$ cat src/sv/assert_macros.svh
// Assertion macros shared by the waveform generator RTL.
// No dependencies; included by files that carry concurrent checks.
`ifndef ASSERT_MACROS_SVH
`define ASSERT_MACROS_SVH

// Property checked on every rising clock edge outside reset.
`define PWG_ASSERT(lbl, prop, msg) \
   lbl: assert property (@(posedge clock) disable iff (reset) (prop)) else $error(msg);

// Condition in one cycle implies a condition in the next cycle.
`define PWG_ASSERT_NEXT(lbl, pre, post, msg) \
   lbl: assert property (@(posedge clock) disable iff (reset) (pre) |=> (post)) else $error(msg);

`endif

$ cat src/sv/pwg_pkg.sv
// Shared widths, register indexes, mode codes and divider status type
// for the periodic waveform generator. No dependencies.
package pwg_pkg;

   localparam int SAMPLE_WIDTH = 16;
   localparam int PERIOD_WIDTH = 16;
   localparam int COUNT_WIDTH  = 32;
   localparam int MODE_WIDTH   = 2;

   localparam int CSR_ADDR_WIDTH = 3;
   localparam int CSR_DATA_WIDTH =
      (COUNT_WIDTH >= SAMPLE_WIDTH && COUNT_WIDTH >= PERIOD_WIDTH) ? COUNT_WIDTH :
      (SAMPLE_WIDTH >= PERIOD_WIDTH) ? SAMPLE_WIDTH : PERIOD_WIDTH;

   // register indexes
   localparam logic [CSR_ADDR_WIDTH-1:0] CSR_WAVE_MODE  = 3'd0;
   localparam logic [CSR_ADDR_WIDTH-1:0] CSR_AMPLITUDE  = 3'd1;
   localparam logic [CSR_ADDR_WIDTH-1:0] CSR_PERIOD_LEN = 3'd2;
   localparam logic [CSR_ADDR_WIDTH-1:0] CSR_HIGH_LEN   = 3'd3;
   localparam logic [CSR_ADDR_WIDTH-1:0] CSR_TOTAL_LEN  = 3'd4;

   // waveform modes
   localparam logic [MODE_WIDTH-1:0] MODE_RECT = 2'd0;
   localparam logic [MODE_WIDTH-1:0] MODE_SYM  = 2'd1;
   localparam logic [MODE_WIDTH-1:0] MODE_TRI  = 2'd2;

   localparam logic [SAMPLE_WIDTH-1:0] SAMPLE_MIN = {1'b1, {(SAMPLE_WIDTH-1){1'b0}}};
   localparam logic [SAMPLE_WIDTH-1:0] SAMPLE_MAX = {1'b0, {(SAMPLE_WIDTH-1){1'b1}}};

   // divider: product magnitude over a period-sized divisor, two bits a cycle
   localparam int PROD_WIDTH    = SAMPLE_WIDTH + PERIOD_WIDTH;
   localparam int DIV_CYCLES    = (SAMPLE_WIDTH + 1) / 2;
   localparam int QUO_WIDTH     = 2 * DIV_CYCLES;
   localparam int DIV_CNT_WIDTH = $clog2(DIV_CYCLES + 1);

   typedef struct packed {
      logic busy;
      logic done;
   } div_stat_type;

endpackage

$ cat src/sv/periodic_waveform_generator.sv
// Periodic waveform generator: one sample word out for each request word in.
// Rectangular modes: the sample is parked in HOLD, then moved to the output register.
// Triangle: MUL starts the serial divider (two quotient bits a cycle), DIV waits
// for it, HOLD parks the word; no new request is taken until the word leaves HOLD.
// Synchronous active-high reset: registers to defaults, counters to zero.
`include "assert_macros.svh"

module periodic_waveform_generator (
   input  logic                                    clock,
   input  logic                                    reset,
   // request channel
   input  logic                                    req_valid,
   output logic                                    req_stall,
   input  logic                                    req_restart,
   // result channel
   output logic                                    rsp_valid,
   input  logic                                    rsp_stall,
   output logic signed [pwg_pkg::SAMPLE_WIDTH-1:0] rsp_sample,
   output logic [pwg_pkg::PERIOD_WIDTH-1:0]        rsp_phase_pos,
   output logic                                    rsp_last_sample,
   // register write port
   input  logic                                    csr_we,
   input  logic [pwg_pkg::CSR_ADDR_WIDTH-1:0]      csr_addr,
   input  logic [pwg_pkg::CSR_DATA_WIDTH-1:0]      csr_wdata
);

   localparam int SW = pwg_pkg::SAMPLE_WIDTH;
   localparam int PW = pwg_pkg::PERIOD_WIDTH;
   localparam int CW = pwg_pkg::COUNT_WIDTH;

   // IDLE takes a word; MUL feeds the product to the divider; DIV waits;
   // HOLD parks the finished word until the output register is free.
   typedef enum logic [1:0] {ST_IDLE, ST_MUL, ST_DIV, ST_HOLD} state_type;

   state_type state_ff, state_in;

   // configuration
   logic [pwg_pkg::MODE_WIDTH-1:0] mode_ff, mode_in;
   logic [SW-1:0]                  amp_ff, amp_in;
   logic [PW-1:0]                  period_ff, period_in;
   logic [PW-1:0]                  high_ff, high_in;
   logic [CW-1:0]                  total_ff, total_in;

   // run state
   logic [PW-1:0] phase_ff, phase_in;
   logic [CW-1:0] count_ff, count_in;

   // triangle operands, held across the divide
   logic [PW-1:0] factor_ff, factor_in;
   logic [PW-1:0] dvs_ff, dvs_in;
   logic          rising_ff, rising_in;
   logic          neg_ff, neg_in;

   // finished word waiting for the output register
   logic [SW-1:0] res_sample_ff, res_sample_in;
   logic [PW-1:0] res_phase_ff, res_phase_in;
   logic          res_last_ff, res_last_in;

   // output register
   logic          rsp_valid_ff, rsp_valid_in;
   logic [SW-1:0] rsp_sample_ff, rsp_sample_in;
   logic [PW-1:0] rsp_phase_ff, rsp_phase_in;
   logic          rsp_last_ff, rsp_last_in;

   // effective lengths
   logic [PW-1:0] per_eff, high_eff;
   logic [CW-1:0] tot_eff;

   // accept-cycle working values
   logic          accept;
   logic [PW-1:0] j_raw, j_cur;
   logic [PW:0]   j_inc;
   logic [CW-1:0] cnt_raw, cnt_cur;
   logic          last_cur;
   logic          in_high;
   logic [SW-1:0] amp_neg, sym_low, quick_sample;

   // multiplier and divider
   logic [SW-1:0]                  amp_abs;
   logic [pwg_pkg::PROD_WIDTH-1:0] prod_mag;
   logic                           div_start;
   pwg_pkg::div_stat_type          div_stat;
   logic [SW-1:0]                  div_quo;
   logic [SW:0]                    quo_ext, quo_signed, amp_ext, tri_full;
   logic                           out_free;

   pwg_div u_div (
      .clock    (clock),
      .reset    (reset),
      .start    (div_start),
      .dividend (prod_mag),
      .divisor  (dvs_ff),
      .stat     (div_stat),
      .quotient (div_quo)
   );

   // zero lengths behave as one; high part never longer than the period
   always_comb begin
      per_eff  = (period_ff == '0) ? {{(PW-1){1'b0}}, 1'b1} : period_ff;
      tot_eff  = (total_ff == '0) ? {{(CW-1){1'b0}}, 1'b1} : total_ff;
      high_eff = (high_ff > per_eff) ? per_eff : high_ff;
   end

   // restart clears, a counter left past its length by a register change folds to zero
   always_comb begin
      j_raw    = req_restart ? '0 : phase_ff;
      j_cur    = (j_raw >= per_eff) ? '0 : j_raw;
      cnt_raw  = req_restart ? '0 : count_ff;
      cnt_cur  = (cnt_raw >= tot_eff) ? '0 : cnt_raw;
      last_cur = (cnt_cur == tot_eff - {{(CW-1){1'b0}}, 1'b1});
      j_inc    = {1'b0, j_cur} + {{PW{1'b0}}, 1'b1};
      in_high  = (j_cur < high_eff);
   end

   // rectangular samples; -A of the most negative value saturates
   always_comb begin
      amp_neg = ~amp_ff + {{(SW-1){1'b0}}, 1'b1};
      sym_low = (amp_ff == pwg_pkg::SAMPLE_MIN) ? pwg_pkg::SAMPLE_MAX : amp_neg;
      unique case (mode_ff)
         pwg_pkg::MODE_RECT: quick_sample = in_high ? amp_ff : '0;
         pwg_pkg::MODE_SYM:  quick_sample = in_high ? amp_ff : sym_low;
         default:            quick_sample = '0;
      endcase
   end

   // triangle: magnitude of A times the offset, then divide, then restore the sign
   always_comb begin
      amp_abs    = amp_ff[SW-1] ? amp_neg : amp_ff;
      prod_mag   = pwg_pkg::PROD_WIDTH'(amp_abs) * pwg_pkg::PROD_WIDTH'(factor_ff);
      quo_ext    = {1'b0, div_quo};
      quo_signed = neg_ff ? (~quo_ext + {{SW{1'b0}}, 1'b1}) : quo_ext;
      amp_ext    = {amp_ff[SW-1], amp_ff};
      tri_full   = rising_ff ? quo_signed : (amp_ext - quo_signed);
   end

   assign accept    = req_valid && (state_ff == ST_IDLE);
   assign div_start = (state_ff == ST_MUL);
   assign out_free  = !rsp_valid_ff || !rsp_stall;

   always_comb begin
      state_in      = state_ff;
      mode_in       = mode_ff;
      amp_in        = amp_ff;
      period_in     = period_ff;
      high_in       = high_ff;
      total_in      = total_ff;
      phase_in      = phase_ff;
      count_in      = count_ff;
      factor_in     = factor_ff;
      dvs_in        = dvs_ff;
      rising_in     = rising_ff;
      neg_in        = neg_ff;
      res_sample_in = res_sample_ff;
      res_phase_in  = res_phase_ff;
      res_last_in   = res_last_ff;
      rsp_valid_in  = rsp_valid_ff;
      rsp_sample_in = rsp_sample_ff;
      rsp_phase_in  = rsp_phase_ff;
      rsp_last_in   = rsp_last_ff;

      if (csr_we) begin
         unique case (csr_addr)
            pwg_pkg::CSR_WAVE_MODE:  mode_in   = csr_wdata[pwg_pkg::MODE_WIDTH-1:0];
            pwg_pkg::CSR_AMPLITUDE:  amp_in    = csr_wdata[SW-1:0];
            pwg_pkg::CSR_PERIOD_LEN: period_in = csr_wdata[PW-1:0];
            pwg_pkg::CSR_HIGH_LEN:   high_in   = csr_wdata[PW-1:0];
            pwg_pkg::CSR_TOTAL_LEN:  total_in  = csr_wdata[CW-1:0];
            default: ;
         endcase
      end

      // output register drains independently of the core
      if (rsp_valid_ff && !rsp_stall) begin
         rsp_valid_in = 1'b0;
      end

      unique case (state_ff)
         ST_IDLE: begin
            if (accept) begin
               phase_in      = (j_inc >= {1'b0, per_eff}) ? '0 : j_inc[PW-1:0];
               count_in      = last_cur ? '0 : (cnt_cur + {{(CW-1){1'b0}}, 1'b1});
               res_phase_in  = j_cur;
               res_last_in   = last_cur;
               res_sample_in = quick_sample;
               rising_in     = in_high;
               factor_in     = in_high ? j_cur : (j_cur - high_eff);
               dvs_in        = in_high ? high_eff : (per_eff - high_eff);
               state_in      = (mode_ff == pwg_pkg::MODE_TRI) ? ST_MUL : ST_HOLD;
            end
         end
         ST_MUL: begin
            neg_in   = amp_ff[SW-1];
            state_in = ST_DIV;
         end
         ST_DIV: begin
            if (div_stat.done) begin
               res_sample_in = tri_full[SW-1:0];
               state_in      = ST_HOLD;
            end
         end
         ST_HOLD: begin
            if (out_free) begin
               rsp_valid_in  = 1'b1;
               rsp_sample_in = res_sample_ff;
               rsp_phase_in  = res_phase_ff;
               rsp_last_in   = res_last_ff;
               state_in      = ST_IDLE;
            end
         end
         default: state_in = ST_IDLE;
      endcase
   end

   always_ff @(posedge clock) begin
      factor_ff     <= factor_in;
      dvs_ff        <= dvs_in;
      rising_ff     <= rising_in;
      neg_ff        <= neg_in;
      res_sample_ff <= res_sample_in;
      res_phase_ff  <= res_phase_in;
      res_last_ff   <= res_last_in;
      rsp_sample_ff <= rsp_sample_in;
      rsp_phase_ff  <= rsp_phase_in;
      rsp_last_ff   <= rsp_last_in;
      if (reset) begin
         state_ff     <= ST_IDLE;
         mode_ff      <= pwg_pkg::MODE_RECT;
         amp_ff       <= '0;
         period_ff    <= {{(PW-1){1'b0}}, 1'b1};
         high_ff      <= '0;
         total_ff     <= {{(CW-1){1'b0}}, 1'b1};
         phase_ff     <= '0;
         count_ff     <= '0;
         rsp_valid_ff <= 1'b0;
      end else begin
         state_ff     <= state_in;
         mode_ff      <= mode_in;
         amp_ff       <= amp_in;
         period_ff    <= period_in;
         high_ff      <= high_in;
         total_ff     <= total_in;
         phase_ff     <= phase_in;
         count_ff     <= count_in;
         rsp_valid_ff <= rsp_valid_in;
      end
   end

   assign req_stall       = (state_ff != ST_IDLE);
   assign rsp_valid       = rsp_valid_ff;
   assign rsp_sample      = rsp_sample_ff;
   assign rsp_phase_pos   = rsp_phase_ff;
   assign rsp_last_sample = rsp_last_ff;

   // a taken word closes the request side until the word leaves HOLD
   `PWG_ASSERT_NEXT(a_accept_blocks, req_valid && !req_stall, req_stall, "accept did not leave idle")
   // divider runs only while the sequencer waits on it
   `PWG_ASSERT(a_div_busy_in_div, !div_stat.busy || state_ff == ST_DIV, "divider busy outside DIV")
   `PWG_ASSERT(a_div_done_in_div, !div_stat.done || state_ff == ST_DIV, "divider done outside DIV")
   // a parked word moves to a free output register in the next cycle
   `PWG_ASSERT_NEXT(a_hold_drains, state_ff == ST_HOLD && out_free, rsp_valid_ff && state_ff == ST_IDLE, "parked word not delivered")

endmodule

$ cat src/sv/pwg_div.sv
// Digit-serial restoring divider, two quotient bits per cycle.
// Depends on pwg_pkg for widths and the status struct.
module pwg_div (
   input  logic                                  clock,
   input  logic                                  reset,
   input  logic                                  start,
   input  logic [pwg_pkg::PROD_WIDTH-1:0]        dividend,
   input  logic [pwg_pkg::PERIOD_WIDTH-1:0]      divisor,
   output pwg_pkg::div_stat_type                 stat,
   output logic [pwg_pkg::SAMPLE_WIDTH-1:0]      quotient
);

   logic [pwg_pkg::PERIOD_WIDTH-1:0]  rem_ff, rem_in;
   logic [pwg_pkg::PERIOD_WIDTH-1:0]  dvs_ff, dvs_in;
   logic [pwg_pkg::QUO_WIDTH-1:0]     sh_ff, sh_in;
   logic [pwg_pkg::DIV_CNT_WIDTH-1:0] cnt_ff, cnt_in;
   logic                              busy_ff, busy_in;
   logic                              done_ff, done_in;
   logic [pwg_pkg::PERIOD_WIDTH:0]    step_a, step_b;

   // one restoring step: {quotient bit, new remainder}
   function automatic logic [pwg_pkg::PERIOD_WIDTH:0] div_step(
      input logic [pwg_pkg::PERIOD_WIDTH-1:0] rem,
      input logic                             bit_in,
      input logic [pwg_pkg::PERIOD_WIDTH-1:0] dvs
   );
      logic [pwg_pkg::PERIOD_WIDTH:0] trial;
      logic [pwg_pkg::PERIOD_WIDTH:0] diff;
      trial = {rem, bit_in};
      diff  = trial - {1'b0, dvs};
      if (trial >= {1'b0, dvs}) begin
         return {1'b1, diff[pwg_pkg::PERIOD_WIDTH-1:0]};
      end else begin
         return {1'b0, trial[pwg_pkg::PERIOD_WIDTH-1:0]};
      end
   endfunction

   always_comb begin
      step_a  = div_step(rem_ff, sh_ff[pwg_pkg::QUO_WIDTH-1], dvs_ff);
      step_b  = div_step(step_a[pwg_pkg::PERIOD_WIDTH-1:0],
                         sh_ff[pwg_pkg::QUO_WIDTH-2], dvs_ff);
      rem_in  = rem_ff;
      dvs_in  = dvs_ff;
      sh_in   = sh_ff;
      cnt_in  = cnt_ff;
      busy_in = busy_ff;
      done_in = 1'b0;
      if (start) begin
         // high part is below the divisor, so the quotient fits the shift register
         rem_in  = pwg_pkg::PERIOD_WIDTH'(dividend >> pwg_pkg::QUO_WIDTH);
         sh_in   = dividend[pwg_pkg::QUO_WIDTH-1:0];
         dvs_in  = divisor;
         cnt_in  = pwg_pkg::DIV_CNT_WIDTH'(pwg_pkg::DIV_CYCLES);
         busy_in = 1'b1;
      end else if (busy_ff) begin
         rem_in = step_b[pwg_pkg::PERIOD_WIDTH-1:0];
         sh_in  = {sh_ff[pwg_pkg::QUO_WIDTH-3:0],
                   step_a[pwg_pkg::PERIOD_WIDTH], step_b[pwg_pkg::PERIOD_WIDTH]};
         cnt_in = cnt_ff - {{(pwg_pkg::DIV_CNT_WIDTH-1){1'b0}}, 1'b1};
         if (cnt_ff == {{(pwg_pkg::DIV_CNT_WIDTH-1){1'b0}}, 1'b1}) begin
            busy_in = 1'b0;
            done_in = 1'b1;
         end
      end
   end

   always_ff @(posedge clock) begin
      rem_ff <= rem_in;
      dvs_ff <= dvs_in;
      sh_ff  <= sh_in;
      if (reset) begin
         cnt_ff  <= '0;
         busy_ff <= 1'b0;
         done_ff <= 1'b0;
      end else begin
         cnt_ff  <= cnt_in;
         busy_ff <= busy_in;
         done_ff <= done_in;
      end
   end

   assign stat.busy = busy_ff;
   assign stat.done = done_ff;
   assign quotient  = sh_ff[pwg_pkg::SAMPLE_WIDTH-1:0];

endmodule

$ cat config.mk
export PLATFORM = sky130hd
export DESIGN_NAME = periodic_waveform_generator
export DESIGN_NICKNAME = d
export VERILOG_FILES = /design/src/sv/pwg_pkg.sv /design/src/sv/periodic_waveform_generator.sv /design/src/sv/pwg_div.sv
export VERILOG_INCLUDE_DIRS = /design/src /design/src/sv
export SDC_FILE = /design/constraint.sdc
export NUM_CORES = 2
export LEC_CHECK = 0
export BUFFER_PORTS_ARGS = -buffer_cell sky130_fd_sc_hd__buf_2
export CORE_MARGIN = 4
export CORE_UTILIZATION = 59
export DETAILED_ROUTE_END_ITERATION = 8
export PLACE_DENSITY = 0.87
export SKIP_LAST_GASP = 1
export SLEW_MARGIN = 20
export SYNTH_ARGS = -nofsm -noshare
export SYNTH_HDL_FRONTEND = slang
export SYNTH_SLANG_ARGS = --single-unit
$ cat constraint.sdc
create_clock -name clock -period 8.6 [get_ports clock]
set_input_delay 0.86 -clock clock [delete_from_list [all_inputs] [get_ports clock]]
set_output_delay 0.86 -clock clock [all_outputs]
set_load 0.02 [all_outputs]
==> out/metrics.csv <==
metric,value,unit
crit_path_end,u_div.rem_ff[12],
setup_total_negative_slack,0,ns
place.detailed.hpwl,61.9,mm
globalRouteOverflowTotal,0,
drt_pre_antenna_iters,6,
largest_family_of_logic_cells_by_synthesized_area,adder cells,
mappedNetlistNets,3928,
max_fclk,121,MHz
final.setup_skew,0.0169,ns
vias_per_cell,6.19,
io_buffers,75,
synthSimpleGateAreaFrac,21.1,%
powerDensity,249,nW/µm²
synth.mux.area_fraction,1.87,%
worst_hold_path_class,flip-flop to flip-flop,
grt_peak_use_layer,met2,
cts.reportedPaths.clkPinSlew,0.07,ns
async_flop_share,0,%
cts-hold-fix-buffers,0,
antenna_violations_before_repair,0,
timing.final.crit_share,96.3,%
drt-wirelength-per-cell,19.7,µm
status,completed,
criticalPathCategory,flip-flop to flip-flop,
worst_ep_required_time,8.92,ns
die_x,230,µm
synth_enable_flop_cells,148,
utilization,64.0,%
ys_seq_area_share,24.9,%
reg2reg_from,amp_ff[0],
wire_length_of_the_first_global_routing_pass,131,mm
vdd_ir_max,283,µV
critical_path.max_fanout,10,
ys_ff_latch,287,
area_of_all_placed_cells_without_fillers,31200,µm²
postRouteWirelength,80.8,mm
synthAdderAreaFrac,25.6,%
clock_tree_from_tritoncts,yes,
finalSetupViolations,0,
via_count,25400,
drc,0,
finalWorstPathRequiredPeriod,8.28,ns
maxCapViolations,0,
path_common_cell,sky130_fd_sc_hd__fa_1,
mappedNetlistArea,29000,µm²
synth_compound_area_share,14.8,%
pin_count_of_the_biggest_net_entering_global_routing,104,
synthesis.instances,3414,
nNetsFinal,3922,
crit_path_max_incr_delay,0.54,ns
h-tree-depth,1,
globalRouteMet1Util,39.3,%
via_count_of_the_first_global_routing_pass,25100,
yosysWarningCount,0,
crit_slowest_cell,sky130_fd_sc_hd__fa_1,
layout-drive-gt1-share,7.84,%
cp.arrival,8.60,ns
hold_violations,0,
routabilityCongestion,0.989,
fp.dieArea,52800,µm²
synth-xor-area-share,4.97,%
final_antenna_net_count,0,
n_antenna_cell,0,
syn-mean-instance-area,8.50,µm²
maxSlewHeadroom,28.4,%
leakagePower,13.5,nW
place_worst_setup_slack,0.140,ns
setup.worst_path.start,amp_ff[0],
grt_use_met3,4.40,%
cts_max_path_buffers,3,
die-height,230,µm
slew_violations,0,
root_buffer,sky130_fd_sc_hd__clkbuf_16,
worst-r2r-cell-count,30,
gr-usage-all-layers,30.3,%
mostFrequentLayoutCells,"495 x sky130_fd_sc_hd__nand2_1, 346 x sky130_fd_sc_hd__inv_1, 272 x sky130_fd_sc_hd__ha_1",
setup.worst_path.end_class,flip-flop,
start_kind,flip-flop,
drt_iter0_markers,2909,
cts_sinks,287,
groute.layer.met2.usage,49.9,%
layout.cells.most_common,sky130_fd_sc_hd__nand2_1,
ys_types,91,
post-route-worst-setup-slack,0.316,ns
growth_of_design_area_from_synthesis_to_finish,7.50,%
starting_density,59.5,%
clk-insertion-delay-late,0.59,ns
yosys_most_used_dff,sky130_fd_sc_hd__edfxtp_1,
fp-row-count,81,
crit-reg2reg-capture,u_div.rem_ff[12],
floorplan.io_pins,76,
dpl-instance-area,30000,µm²
tritoncts.num_buffers,31,
tightest_slew,1.06,ns
core_area,48700,µm²
timing.reg2reg.setup_slack,0.32,ns
logic make-up after synthesis:
kind of cell             count (synthesis)
multiplexers                            52
AO/OA/AOI/OAI                          671
AND/OR/NAND/NOR                       1256
XOR/XNOR                               157
flip-flops                             287
buffers and inverters                  517
adder cells (fa/ha/maj)                474
worst min-delay path by stage:
stage	from	endpoint	cells past startpoint
after floorplan	res_last_ff	rsp_last_sample	0
after global placement	res_sample_ff[9]	rsp_sample[9]	0
after detailed placement	res_sample_ff[9]	rsp_sample[9]	0
after CTS	res_sample_ff[9]	rsp_sample[9]	0
after global routing	res_phase_ff[14]	rsp_phase_pos[14]	0
final	res_sample_ff[9]	rsp_sample[9]	0
metrics by stage:
step,std cells,hold WS [ns],total power [mW]
floorplan,3414,0.400,5.09
global placement,4037,0.402,6.07
detailed placement,4037,0.405,6.20
CTS,4094,0.417,7.68
global route,4096,0.424,8.26
finish,4096,0.417,7.76
cell type report:
type	count	area [µm²]
Sequential cell	287	7230
Clock inverter	22	280
Tap cell	664	831
Fill cell	3900	17500
Clock buffer	35	801
Inverter	349	1310
Multi-Input combinational cell	2610	20000
Timing Repair Buffer	129	783
synth_stat cells, types with 28 or more instances:
cell type	n	area share, %
sky130_fd_sc_hd__nand4_1	38	0.82
sky130_fd_sc_hd__nand2b_1	34	0.73
sky130_fd_sc_hd__xor2_1	52	1.6
sky130_fd_sc_hd__mux2i_1	34	1.2
sky130_fd_sc_hd__a21o_1	36	0.93
sky130_fd_sc_hd__inv_1	347	4.5
sky130_fd_sc_hd__ha_1	274	12
sky130_fd_sc_hd__and3_1	28	0.60
sky130_fd_sc_hd__dfxtp_1	139	9.6
sky130_fd_sc_hd__o21ai_0	124	2.1
sky130_fd_sc_hd__a21oi_1	237	4.1
sky130_fd_sc_hd__clkbuf_1	154	2.0
sky130_fd_sc_hd__nor3_1	79	1.4
sky130_fd_sc_hd__xnor2_1	100	3.0
sky130_fd_sc_hd__fa_1	199	14
sky130_fd_sc_hd__nor4_1	29	0.62
sky130_fd_sc_hd__nor2b_1	56	1.2
sky130_fd_sc_hd__nor2_1	193	2.5
sky130_fd_sc_hd__nand3_1	60	1.0
sky130_fd_sc_hd__edfxtp_1	148	15
sky130_fd_sc_hd__nand2_1	496	6.4
sky130_fd_sc_hd__and2_1	140	3.0
repair_timing:
item,in CTS,in global routing
buffers inserted,0,2
setup endpoints to repair,0,8
hold endpoints to repair,0,0
gates resized for setup,0,14
metal layers:
| metal | up-vias | share of wire, % |
|---|---|---|
| li1 | 11700 | - |
| met1 | 12000 | 39 |
| met2 | 1296 | 46 |
| met3 | 353 | 9.0 |
| met4 | 0 | 6.2 |
| met5 | - | 0 |
worst max-delay path: cells and delay by family, from the launching register on:
family | cells | cell delay (ns)
DFF | 1 | 0.33
muxes | 1 | 0.09
and+or+nand+nor | 9 | 2.45
AOI/OAI and AO/OA | 7 | 1.15
xor gates and xnor gates | 2 | 0.26
buffers and inverters | 4 | 0.48
adders and majority gates | 7 | 3.23
state kept, by name, indices dropped and copies added, names as in the netlist, 4 cells and up:
name,flops
factor_ff,16
rsp_phase_pos,16
total_ff,32
dvs_ff,16
rsp_sample,16
period_ff,16
count_ff,32
res_sample_ff,16
u_div.rem_ff,16
u_div.dvs_ff,16
high_ff,16
res_phase_ff,16
phase_ff,16
u_div.cnt_ff,4
u_div.quotient,16
amp_ff,16
report_power, final:
group / switching (mW) / total [mW] / internal [mW]
Combinational: 2.46 / 4.04 / 1.58
Clock: 0.614 / 1.45 / 0.831
Sequential: 0.350 / 2.28 / 1.93
Total: 3.42 / 7.76 / 4.34
Power figures use the tool's default switching activity.
